`config.mk`:
```
export PLATFORM = sky130hd
export DESIGN_NAME = mono16_contrast_stretch_to_gray8
export DESIGN_NICKNAME = d
export VERILOG_FILES = /design/src/hw/rtl/mcs_pkg.sv /design/src/hw/rtl/mcs_minmax.sv /design/src/hw/rtl/mcs_div.sv /design/src/hw/rtl/mono16_contrast_stretch_to_gray8.sv
export SDC_FILE = /design/constraint.sdc
export NUM_CORES = 1
export LEC_CHECK = 0
export ABC_AREA = 1
export BUFFER_PORTS_ARGS = -buffer_cell sky130_fd_sc_hd__buf_2
export CORE_ASPECT_RATIO = 1.25
export CORE_MARGIN = 5
export CORE_UTILIZATION = 55
export CTS_CLUSTER_DIAMETER = 100
export CTS_CLUSTER_SIZE = 30
export DETAILED_ROUTE_END_ITERATION = 6
export PLACE_DENSITY = 0.77
export SYNTH_ARGS = -nofsm -noshare
export SYNTH_HDL_FRONTEND = slang
export SYNTH_SLANG_ARGS = --single-unit
```
`constraint.sdc`:
```
create_clock -name clk -period 7.49 [get_ports clk]
set_input_delay 1.498 -clock clk [delete_from_list [all_inputs] [get_ports clk]]
set_output_delay 1.498 -clock clk [all_outputs]
set_load 0.05 [all_outputs]
```
`src/hw/rtl/mcs_pkg.sv`:
```
// Shared types and constants for the 16-bit to 8-bit contrast stretch block.
`timescale 1ns / 1ps

package mcs_pkg;

  localparam int PixW  = 16;
  localparam int GrayW = 8;
  localparam int StepW = $clog2(GrayW);

  localparam logic [PixW-1:0]  PIX_MAX   = '1;
  localparam logic [PixW-1:0]  PIX_ZERO  = '0;
  localparam logic [GrayW-1:0] GRAY_FULL = 8'd255;
  localparam logic [GrayW-1:0] GRAY_ZERO = 8'd0;

  localparam logic REQ_MEASURE = 1'b0;
  localparam logic REQ_MAP     = 1'b1;

  typedef enum logic [1:0] {
    ST_IDLE,
    ST_PREP,
    ST_DIV,
    ST_DONE
  } mcs_state_t;

  // Update strobe for the min/max tracker
  typedef struct packed {
    logic en;
    logic restart;
  } mm_upd_t;

  // Status of the bit-serial divider
  typedef struct packed {
    logic busy;
    logic done;
  } div_stat_t;

endpackage

```
`src/hw/rtl/mcs_minmax.sv`:
```
// Running minimum and maximum of nonzero measure-pass samples.
`timescale 1ns / 1ps

module mcs_minmax (
  input  logic                     clk,
  input  logic                     rst_n,
  input  mcs_pkg::mm_upd_t         upd,
  input  logic [mcs_pkg::PixW-1:0] pixel,
  output logic [mcs_pkg::PixW-1:0] min_seen,
  output logic [mcs_pkg::PixW-1:0] max_seen
);
  import mcs_pkg::*;

  logic [PixW-1:0] min_r, min_nxt;
  logic [PixW-1:0] max_r, max_nxt;
  logic [PixW-1:0] min_base, max_base;

  // Restart on frame start, then fold in a nonzero sample
  always_comb begin
    min_base = upd.restart ? PIX_MAX : min_r;
    max_base = upd.restart ? PIX_ZERO : max_r;
    min_nxt  = min_r;
    max_nxt  = max_r;
    if (upd.en) begin
      min_nxt = min_base;
      max_nxt = max_base;
      if (pixel != PIX_ZERO) begin
        if (pixel < min_base) min_nxt = pixel;
        if (pixel > max_base) max_nxt = pixel;
      end
    end
  end

  always_ff @(posedge clk) begin
    if (!rst_n) begin
      min_r <= PIX_MAX;
      max_r <= PIX_ZERO;
    end else begin
      min_r <= min_nxt;
      max_r <= max_nxt;
    end
  end

  assign min_seen = min_r;
  assign max_seen = max_r;

`ifndef SYNTHESIS
  a_nonzero_bounds: assert property (@(posedge clk) disable iff (!rst_n)
    (upd.en && pixel != PIX_ZERO) |=> (min_r <= $past(pixel) && max_r >= $past(pixel)))
    else $error("min/max does not bracket the last measured sample");
  a_restart_clears: assert property (@(posedge clk) disable iff (!rst_n)
    (upd.en && upd.restart && pixel == PIX_ZERO) |=> (min_r == PIX_MAX && max_r == PIX_ZERO))
    else $error("frame restart with invalid sample left stale min/max");
  a_hold_idle: assert property (@(posedge clk) disable iff (!rst_n)
    !upd.en |=> ($stable(min_r) && $stable(max_r)))
    else $error("min/max changed without an update");
`endif

endmodule

```
`src/hw/rtl/mcs_div.sv`:
```
// Bit-serial restoring divider: floor(d * 255 / span), one quotient bit per cycle.
`timescale 1ns / 1ps

module mcs_div (
  input  logic                      clk,
  input  logic                      rst_n,
  input  logic                      start,
  input  logic [mcs_pkg::PixW-1:0]  offset,
  input  logic [mcs_pkg::PixW-1:0]  span,
  output mcs_pkg::div_stat_t        stat,
  output logic [mcs_pkg::GrayW-1:0] quot
);
  import mcs_pkg::*;

  localparam int NumW = PixW + GrayW;
  localparam logic [StepW-1:0] LAST_STEP = StepW'(GrayW - 1);

  logic [PixW-1:0]  rem_r, rem_nxt;
  logic [GrayW-1:0] sh_r, sh_nxt;
  logic [PixW-1:0]  den_r, den_nxt;
  logic [StepW-1:0] cnt_r, cnt_nxt;
  logic             busy_r, busy_nxt;
  logic             done_r, done_nxt;
  logic [NumW-1:0]  num;
  logic [PixW:0]    trial;
  logic [PixW:0]    diff;
  logic             qbit;

  // Numerator d*255 as (d << 8) - d; its upper part is already below span
  assign num   = {offset, {GrayW{1'b0}}} - {{GrayW{1'b0}}, offset};
  assign trial = {rem_r, sh_r[GrayW-1]};
  assign diff  = trial - {1'b0, den_r};
  assign qbit  = (trial >= {1'b0, den_r});

  // Load on start, then shift one numerator bit in and one quotient bit out per cycle
  always_comb begin
    rem_nxt  = rem_r;
    sh_nxt   = sh_r;
    den_nxt  = den_r;
    cnt_nxt  = cnt_r;
    busy_nxt = busy_r;
    done_nxt = 1'b0;
    if (start) begin
      rem_nxt  = num[NumW-1:GrayW];
      sh_nxt   = num[GrayW-1:0];
      den_nxt  = span;
      cnt_nxt  = '0;
      busy_nxt = 1'b1;
    end else if (busy_r) begin
      rem_nxt = qbit ? diff[PixW-1:0] : trial[PixW-1:0];
      sh_nxt  = {sh_r[GrayW-2:0], qbit};
      cnt_nxt = cnt_r + 1'b1;
      if (cnt_r == LAST_STEP) begin
        busy_nxt = 1'b0;
        done_nxt = 1'b1;
      end
    end
  end

  always_ff @(posedge clk) begin
    if (!rst_n) begin
      busy_r <= 1'b0;
      done_r <= 1'b0;
      cnt_r  <= '0;
    end else begin
      busy_r <= busy_nxt;
      done_r <= done_nxt;
      cnt_r  <= cnt_nxt;
    end
  end

  always_ff @(posedge clk) begin
    rem_r <= rem_nxt;
    sh_r  <= sh_nxt;
    den_r <= den_nxt;
  end

  assign stat.busy = busy_r;
  assign stat.done = done_r;
  assign quot      = sh_r;

`ifndef SYNTHESIS
  a_no_restart: assert property (@(posedge clk) disable iff (!rst_n)
    !(start && busy_r))
    else $error("divider restarted while busy");
  a_rem_below_den: assert property (@(posedge clk) disable iff (!rst_n)
    busy_r |-> (rem_r < den_r))
    else $error("partial remainder reached the divisor");
  a_done_pulse: assert property (@(posedge clk) disable iff (!rst_n)
    done_r |=> !done_r)
    else $error("done held longer than one cycle");
`endif

endmodule

```
`src/hw/rtl/mono16_contrast_stretch_to_gray8.sv`:
```
// Top level: two-pass min/max contrast stretch of 16-bit samples to 8-bit gray.
// Measure requests are taken one per cycle while idle and give no result.
// Map requests with a value strictly inside the range go through the 8-step bit-serial
// divider; the next request is taken only once the result is in the output register.
// Map requests at or outside the range (or zero, or empty range) skip the divider.
// Reset (synchronous, active low) sets min to 65535, max to 0 and empties the output.
`timescale 1ns / 1ps

module mono16_contrast_stretch_to_gray8 (
  input  logic        clk,
  input  logic        rst_n,
  input  logic        in_tvalid,
  output logic        in_tready,
  input  logic [15:0] in_tdata,   // [15:0] pixel
  input  logic [1:0]  in_tuser,   // [0] req_type, [1] frame_start
  output logic        out_tvalid,
  input  logic        out_tready,
  output logic [7:0]  out_tdata   // [7:0] gray
);
  import mcs_pkg::*;

  mcs_state_t       state_r, state_nxt;
  logic [PixW-1:0]  px_r, px_nxt;
  logic [PixW-1:0]  off_r, off_nxt;
  logic [PixW-1:0]  span_r, span_nxt;
  logic [GrayW-1:0] res_r, res_nxt;
  logic             out_vld_r, out_vld_nxt;
  logic [GrayW-1:0] out_dat_r, out_dat_nxt;
  logic             in_acc;
  logic             out_load;
  logic             div_start;
  mm_upd_t          mm_upd;
  div_stat_t        div_stat;
  logic [GrayW-1:0] div_quot;
  logic [PixW-1:0]  min_seen, max_seen;

  assign in_acc = in_tvalid && in_tready;

  // Measure requests go straight to the tracker
  assign mm_upd.en      = in_acc && (in_tuser[0] == REQ_MEASURE);
  assign mm_upd.restart = in_tuser[1];

  mcs_minmax u_minmax (
    .clk      (clk),
    .rst_n    (rst_n),
    .upd      (mm_upd),
    .pixel    (in_tdata),
    .min_seen (min_seen),
    .max_seen (max_seen)
  );

  mcs_div u_div (
    .clk    (clk),
    .rst_n  (rst_n),
    .start  (div_start),
    .offset (off_r),
    .span   (span_r),
    .stat   (div_stat),
    .quot   (div_quot)
  );

  // Sequence map requests: classify, divide if needed, hand off to output register
  always_comb begin
    state_nxt = state_r;
    px_nxt    = px_r;
    off_nxt   = off_r;
    span_nxt  = span_r;
    res_nxt   = res_r;
    in_tready = 1'b0;
    div_start = 1'b0;
    out_load  = 1'b0;
    case (state_r)
      ST_IDLE: begin
        in_tready = 1'b1;
        if (in_tvalid && in_tuser[0] == REQ_MAP) begin
          px_nxt    = in_tdata;
          state_nxt = ST_PREP;
        end
      end
      ST_PREP: begin
        off_nxt  = px_r - min_seen;
        span_nxt = max_seen - min_seen;
        if (px_r == PIX_ZERO || min_seen >= max_seen || px_r <= min_seen) begin
          res_nxt   = GRAY_ZERO;
          state_nxt = ST_DONE;
        end else if (px_r >= max_seen) begin
          res_nxt   = GRAY_FULL;
          state_nxt = ST_DONE;
        end else begin
          state_nxt = ST_DIV;
        end
      end
      ST_DIV: begin
        div_start = !div_stat.busy && !div_stat.done;
        if (div_stat.done) begin
          res_nxt   = div_quot;
          state_nxt = ST_DONE;
        end
      end
      ST_DONE: begin
        if (!out_vld_r || out_tready) begin
          out_load  = 1'b1;
          state_nxt = ST_IDLE;
        end
      end
      default: state_nxt = ST_IDLE;
    endcase
  end

  // Output register: load a finished result, drop it once taken
  always_comb begin
    out_vld_nxt = out_vld_r;
    out_dat_nxt = out_dat_r;
    if (out_load) begin
      out_vld_nxt = 1'b1;
      out_dat_nxt = res_r;
    end else if (out_tready) begin
      out_vld_nxt = 1'b0;
    end
  end

  always_ff @(posedge clk) begin
    if (!rst_n) begin
      state_r   <= ST_IDLE;
      out_vld_r <= 1'b0;
    end else begin
      state_r   <= state_nxt;
      out_vld_r <= out_vld_nxt;
    end
  end

  always_ff @(posedge clk) begin
    px_r      <= px_nxt;
    off_r     <= off_nxt;
    span_r    <= span_nxt;
    res_r     <= res_nxt;
    out_dat_r <= out_dat_nxt;
  end

  assign out_tvalid = out_vld_r;
  assign out_tdata  = out_dat_r;

`ifndef SYNTHESIS
  a_quot_inside: assert property (@(posedge clk) disable iff (!rst_n)
    (state_r == ST_DIV && div_stat.done) |-> (div_quot != GRAY_FULL))
    else $error("in-range pixel produced full-scale quotient");
  a_map_to_prep: assert property (@(posedge clk) disable iff (!rst_n)
    (in_acc && in_tuser[0] == REQ_MAP) |=> (state_r == ST_PREP))
    else $error("accepted map request did not start processing");
  a_no_measure_busy: assert property (@(posedge clk) disable iff (!rst_n)
    (state_r != ST_IDLE) |-> !mm_upd.en)
    else $error("min/max updated while a map request is in flight");
  a_load_sets_valid: assert property (@(posedge clk) disable iff (!rst_n)
    out_load |=> (out_vld_r && out_dat_r == $past(res_r)))
    else $error("result lost on output load");
`endif

endmodule

```
==> flow_summary_export.csv <==
group,metric,value,unit
final_layout,antennaDiodeCount,0,
sta,setup_viol,0,
worst_setup_path,path_cells,"buf_2 -> inv_1 -> nand2_1 -> ha_1 -> nand2_1 -> nor4_2 -> nand2_1 -> nand2_2 -> nand2_4 -> nand2_1 -> nand3_1 -> a21oi_1",
sta,period_share,0.476,
worst_setup_path,worstPathArrival,3.89,ns
clocking,h-tree-depth,4,
final_layout,fin_area,0.0112,mm²
sta,rsz0062_at_grt,"false",
worst_setup_path,cp_top_family,"simple AND/OR/NAND/NOR gates",
grt,antenna_found_initial,0,
grt,grt_pass1_wl,41200,µm
power_and_ir_drop,total_power,0.00419,W
yosys,yosys.area.top_type_share,0.305,
power_and_ir_drop,peakVddDrop,0.201,mV
routing,drtPass1Iterations,5,
worst_setup_path,worst_ep_required_time,7.81,ns
worst_setup_path,slowest_stage,"inv_1",
yosys,synth_most_common_cell,"nand2_1",
routing,num_vias,8671,
routing,antenna_left,0,
placed_design,placed_cell_area,0.0106,mm²
floorplan,fp.dieW,132,µm
grt,grt_pass1_vias,8805,
yosys,synth_area,0.0103,mm²
clocking,clk_latency,0.43,ns
final_layout,drive_gt1_frac,0.0813,
worst_setup_path,end_kind,"register",
sta,finalMaxSlewViolations,0,
grt,grt_max_degree,47,
yosys,syn_nets,1423,
outcome,status,"complete, no violations",
yosys,synth-warning-count,0,
worst_setup_path,slowest_delay,0.40,ns
grt,grt_usage,0.237,
yosys,synth_seq_area_share,0.383,
yosys,postSynthAreaPerCell,7.96,µm²
routing,drc,0,
sta,hold_viol_final,0,
floorplan,std_cell_rows,55,
sta,tightest_slew,1.16,ns
power_and_ir_drop,power_density,376,mW/mm²
power_and_ir_drop,p_leak,5.14,nW
yosys,ys_seq_elements,144,
grt,grt_overflow_total,0,
sta,setup_slack,3.93,ns
clocking,clk_pin_slew,0.06,ns
final_layout,syn_to_final_growth,8.85,%
floorplan,core,0.0182,mm²
floorplan,die_h,163,µm
routing,wl_per_cell,16.0,µm
yosys,synth_common_cells,"nand2_1, inv_1, a21oi_1",
clocking,root_buffer,"clkbuf_16",
clocking,cts_sinks,144,
yosys,synthFlopType,"edfxtp_1",
clocking,cts_tree,"done",
sta,tns,0,ns
worst_setup_path,rrSetupSlack,4.67,ns
run,max_cap_violations,0,
worst_setup_path,worst_path_most_repeated_cell,"nand2_1",
sta,max_freq,0.281,GHz
worst_setup_path,worst_setup_path_start_kind,"input port",
sta,skew,0.00798,ns
placed_design,portBuffers,31,
clocking,ctsHoldBuffers,0,
sta,min_period,3.56,ns
yosys,synth-edff-count,104,
worst_setup_path,critPathKind,"input port to register",
placed_design,routabilityCongestion,1.02,
yosys,async_flop_share,0,
sta,max_slew_margin,0.228,
routing,postRouteWirelength,24900,µm
placed_design,placed_cells,1525,
clocking,post-cts-setup-buffers,0,
placed_design,post-place-ws,3.52,ns
final_layout,fin_cells,1557,
clocking,cts_buffers,17,
worst_setup_path,cp_max_fo,19,
floorplan,pin_count,32,
clocking,clk_path_buf_depth,2,
hold_path,hold_path_class,"register to register",
floorplan,start_util,0.562,
placed_design,hpwl,19200,µm
clocking,cts.repair.resized,0,
yosys,netlist_top_cells_area,"edfxtp_1, ha_1, nand2_1",
routing,drt_iter0_drc,573,
floorplan,dieArea,0.0215,mm²
yosys,synth_cell_types,48,
routing,vias_per_cell,5.57,
worst_setup_path,path_buf_inv,2,
final_layout,nets,1451,
yosys,yosysTopAreaCell,"edfxtp_1",
yosys,syn_inst,1288,
-- per-stage QoR --
step	hold slack (ns)	utilization
after detailed placement	0.405	0.579
final	0.418	0.612
after floorplan	0.400	-
after global routing	0.422	0.612
after CTS	0.417	0.612
after global placement	0.403	0.579
-- power by group --
group	switching (W)	total, W	internal (W)	leakage [nW]
Combinational	0.00125	0.00193	0.000680	3.56
Clock	0.000372	0.000874	0.000502	0.293
Sequential	0.000155	0.00139	0.00123	1.30
Total	0.00178	0.00419	0.00241	5.14
-- cell families after synthesis --
group,share of synthesized area
and+or+nand+nor,0.235
AOI/OAI and AO/OA,0.121
buffers and inverters,0.0795
DFF,0.383
adders and majority gates,0.140
xor gates and xnor gates,0.0419
-- worst register-to-register path, stage by stage, from the launching register on --
cell     delay [ns]
dfxtp_1        0.35
inv_1          0.09
ha_1           0.26
inv_2          0.11
nor2_1         0.19
inv_1          0.11
nor2_4         0.08
buf_4          0.44
inv_1          0.52
a21oi_1        0.23
o21ai_0        0.19
nand2_1        0.11
-- final cells by class --
cell class              instances  area, µm²
fillers                      1632       7070
well taps                     228        285
clock buffers                  17        425
repair buffers                 35        185
multi-input cells             945       5520
clock inverters                15        171
flip-flops and latches        144       3920
inverters                     173        649
-- final timing paths --
path,depth (start not counted),to,startpoint
hold / removal,0,u_div.den_r[7],span_r[7]
setup / recovery,12,u_minmax.max_seen[15],in_tuser[1]
setup reg to reg,11,u_div.rem_r[4],state_r[0]
hold reg to reg,0,u_div.den_r[7],span_r[7]
-- routing by layer --
layer / routed length (µm) / GRT usage / part of all wire
met1: 10100 / 0.263 / 0.41
met2: 12600 / 0.430 / 0.51
met3: 1030 / 0.0396 / 0.041
met4: 1190 / 0.127 / 0.048
met5: 0 / 0 / 0
-- placed cells by master, fill, tap and decap left out, types with 11 or more instances in the layout --
cell	Yosys	layout
xor2_1	28	28
ha_1	110	110
dfxtp_1	40	40
nand3_1	110	110
buf_2	5	31
nand4_1	12	12
nor3_1	11	11
xnor2_1	21	21
o21ai_1	12	12
clkbuf_16	0	17
nor2_1	96	96
a21oi_1	130	130
inv_1	167	167
nand2_1	298	298
edfxtp_1	104	104
o21ai_0	46	46
-- registers in the layout, summed over array words and instances, names as in the netlist --
signal / cells
span_r: 16
res_r: 8
out_tvalid: 1
u_div.rem_r: 16
px_r: 16
u_div.den_r: 16
state_r: 2
u_minmax.min_seen: 16
out_tdata: 8
u_div.busy_r: 1
u_div.quot: 8
off_r: 16
u_div.done_r: 1
u_minmax.max_seen: 16
u_div.cnt_r: 3
No activity file was read; power rests on OpenSTA's default activity.
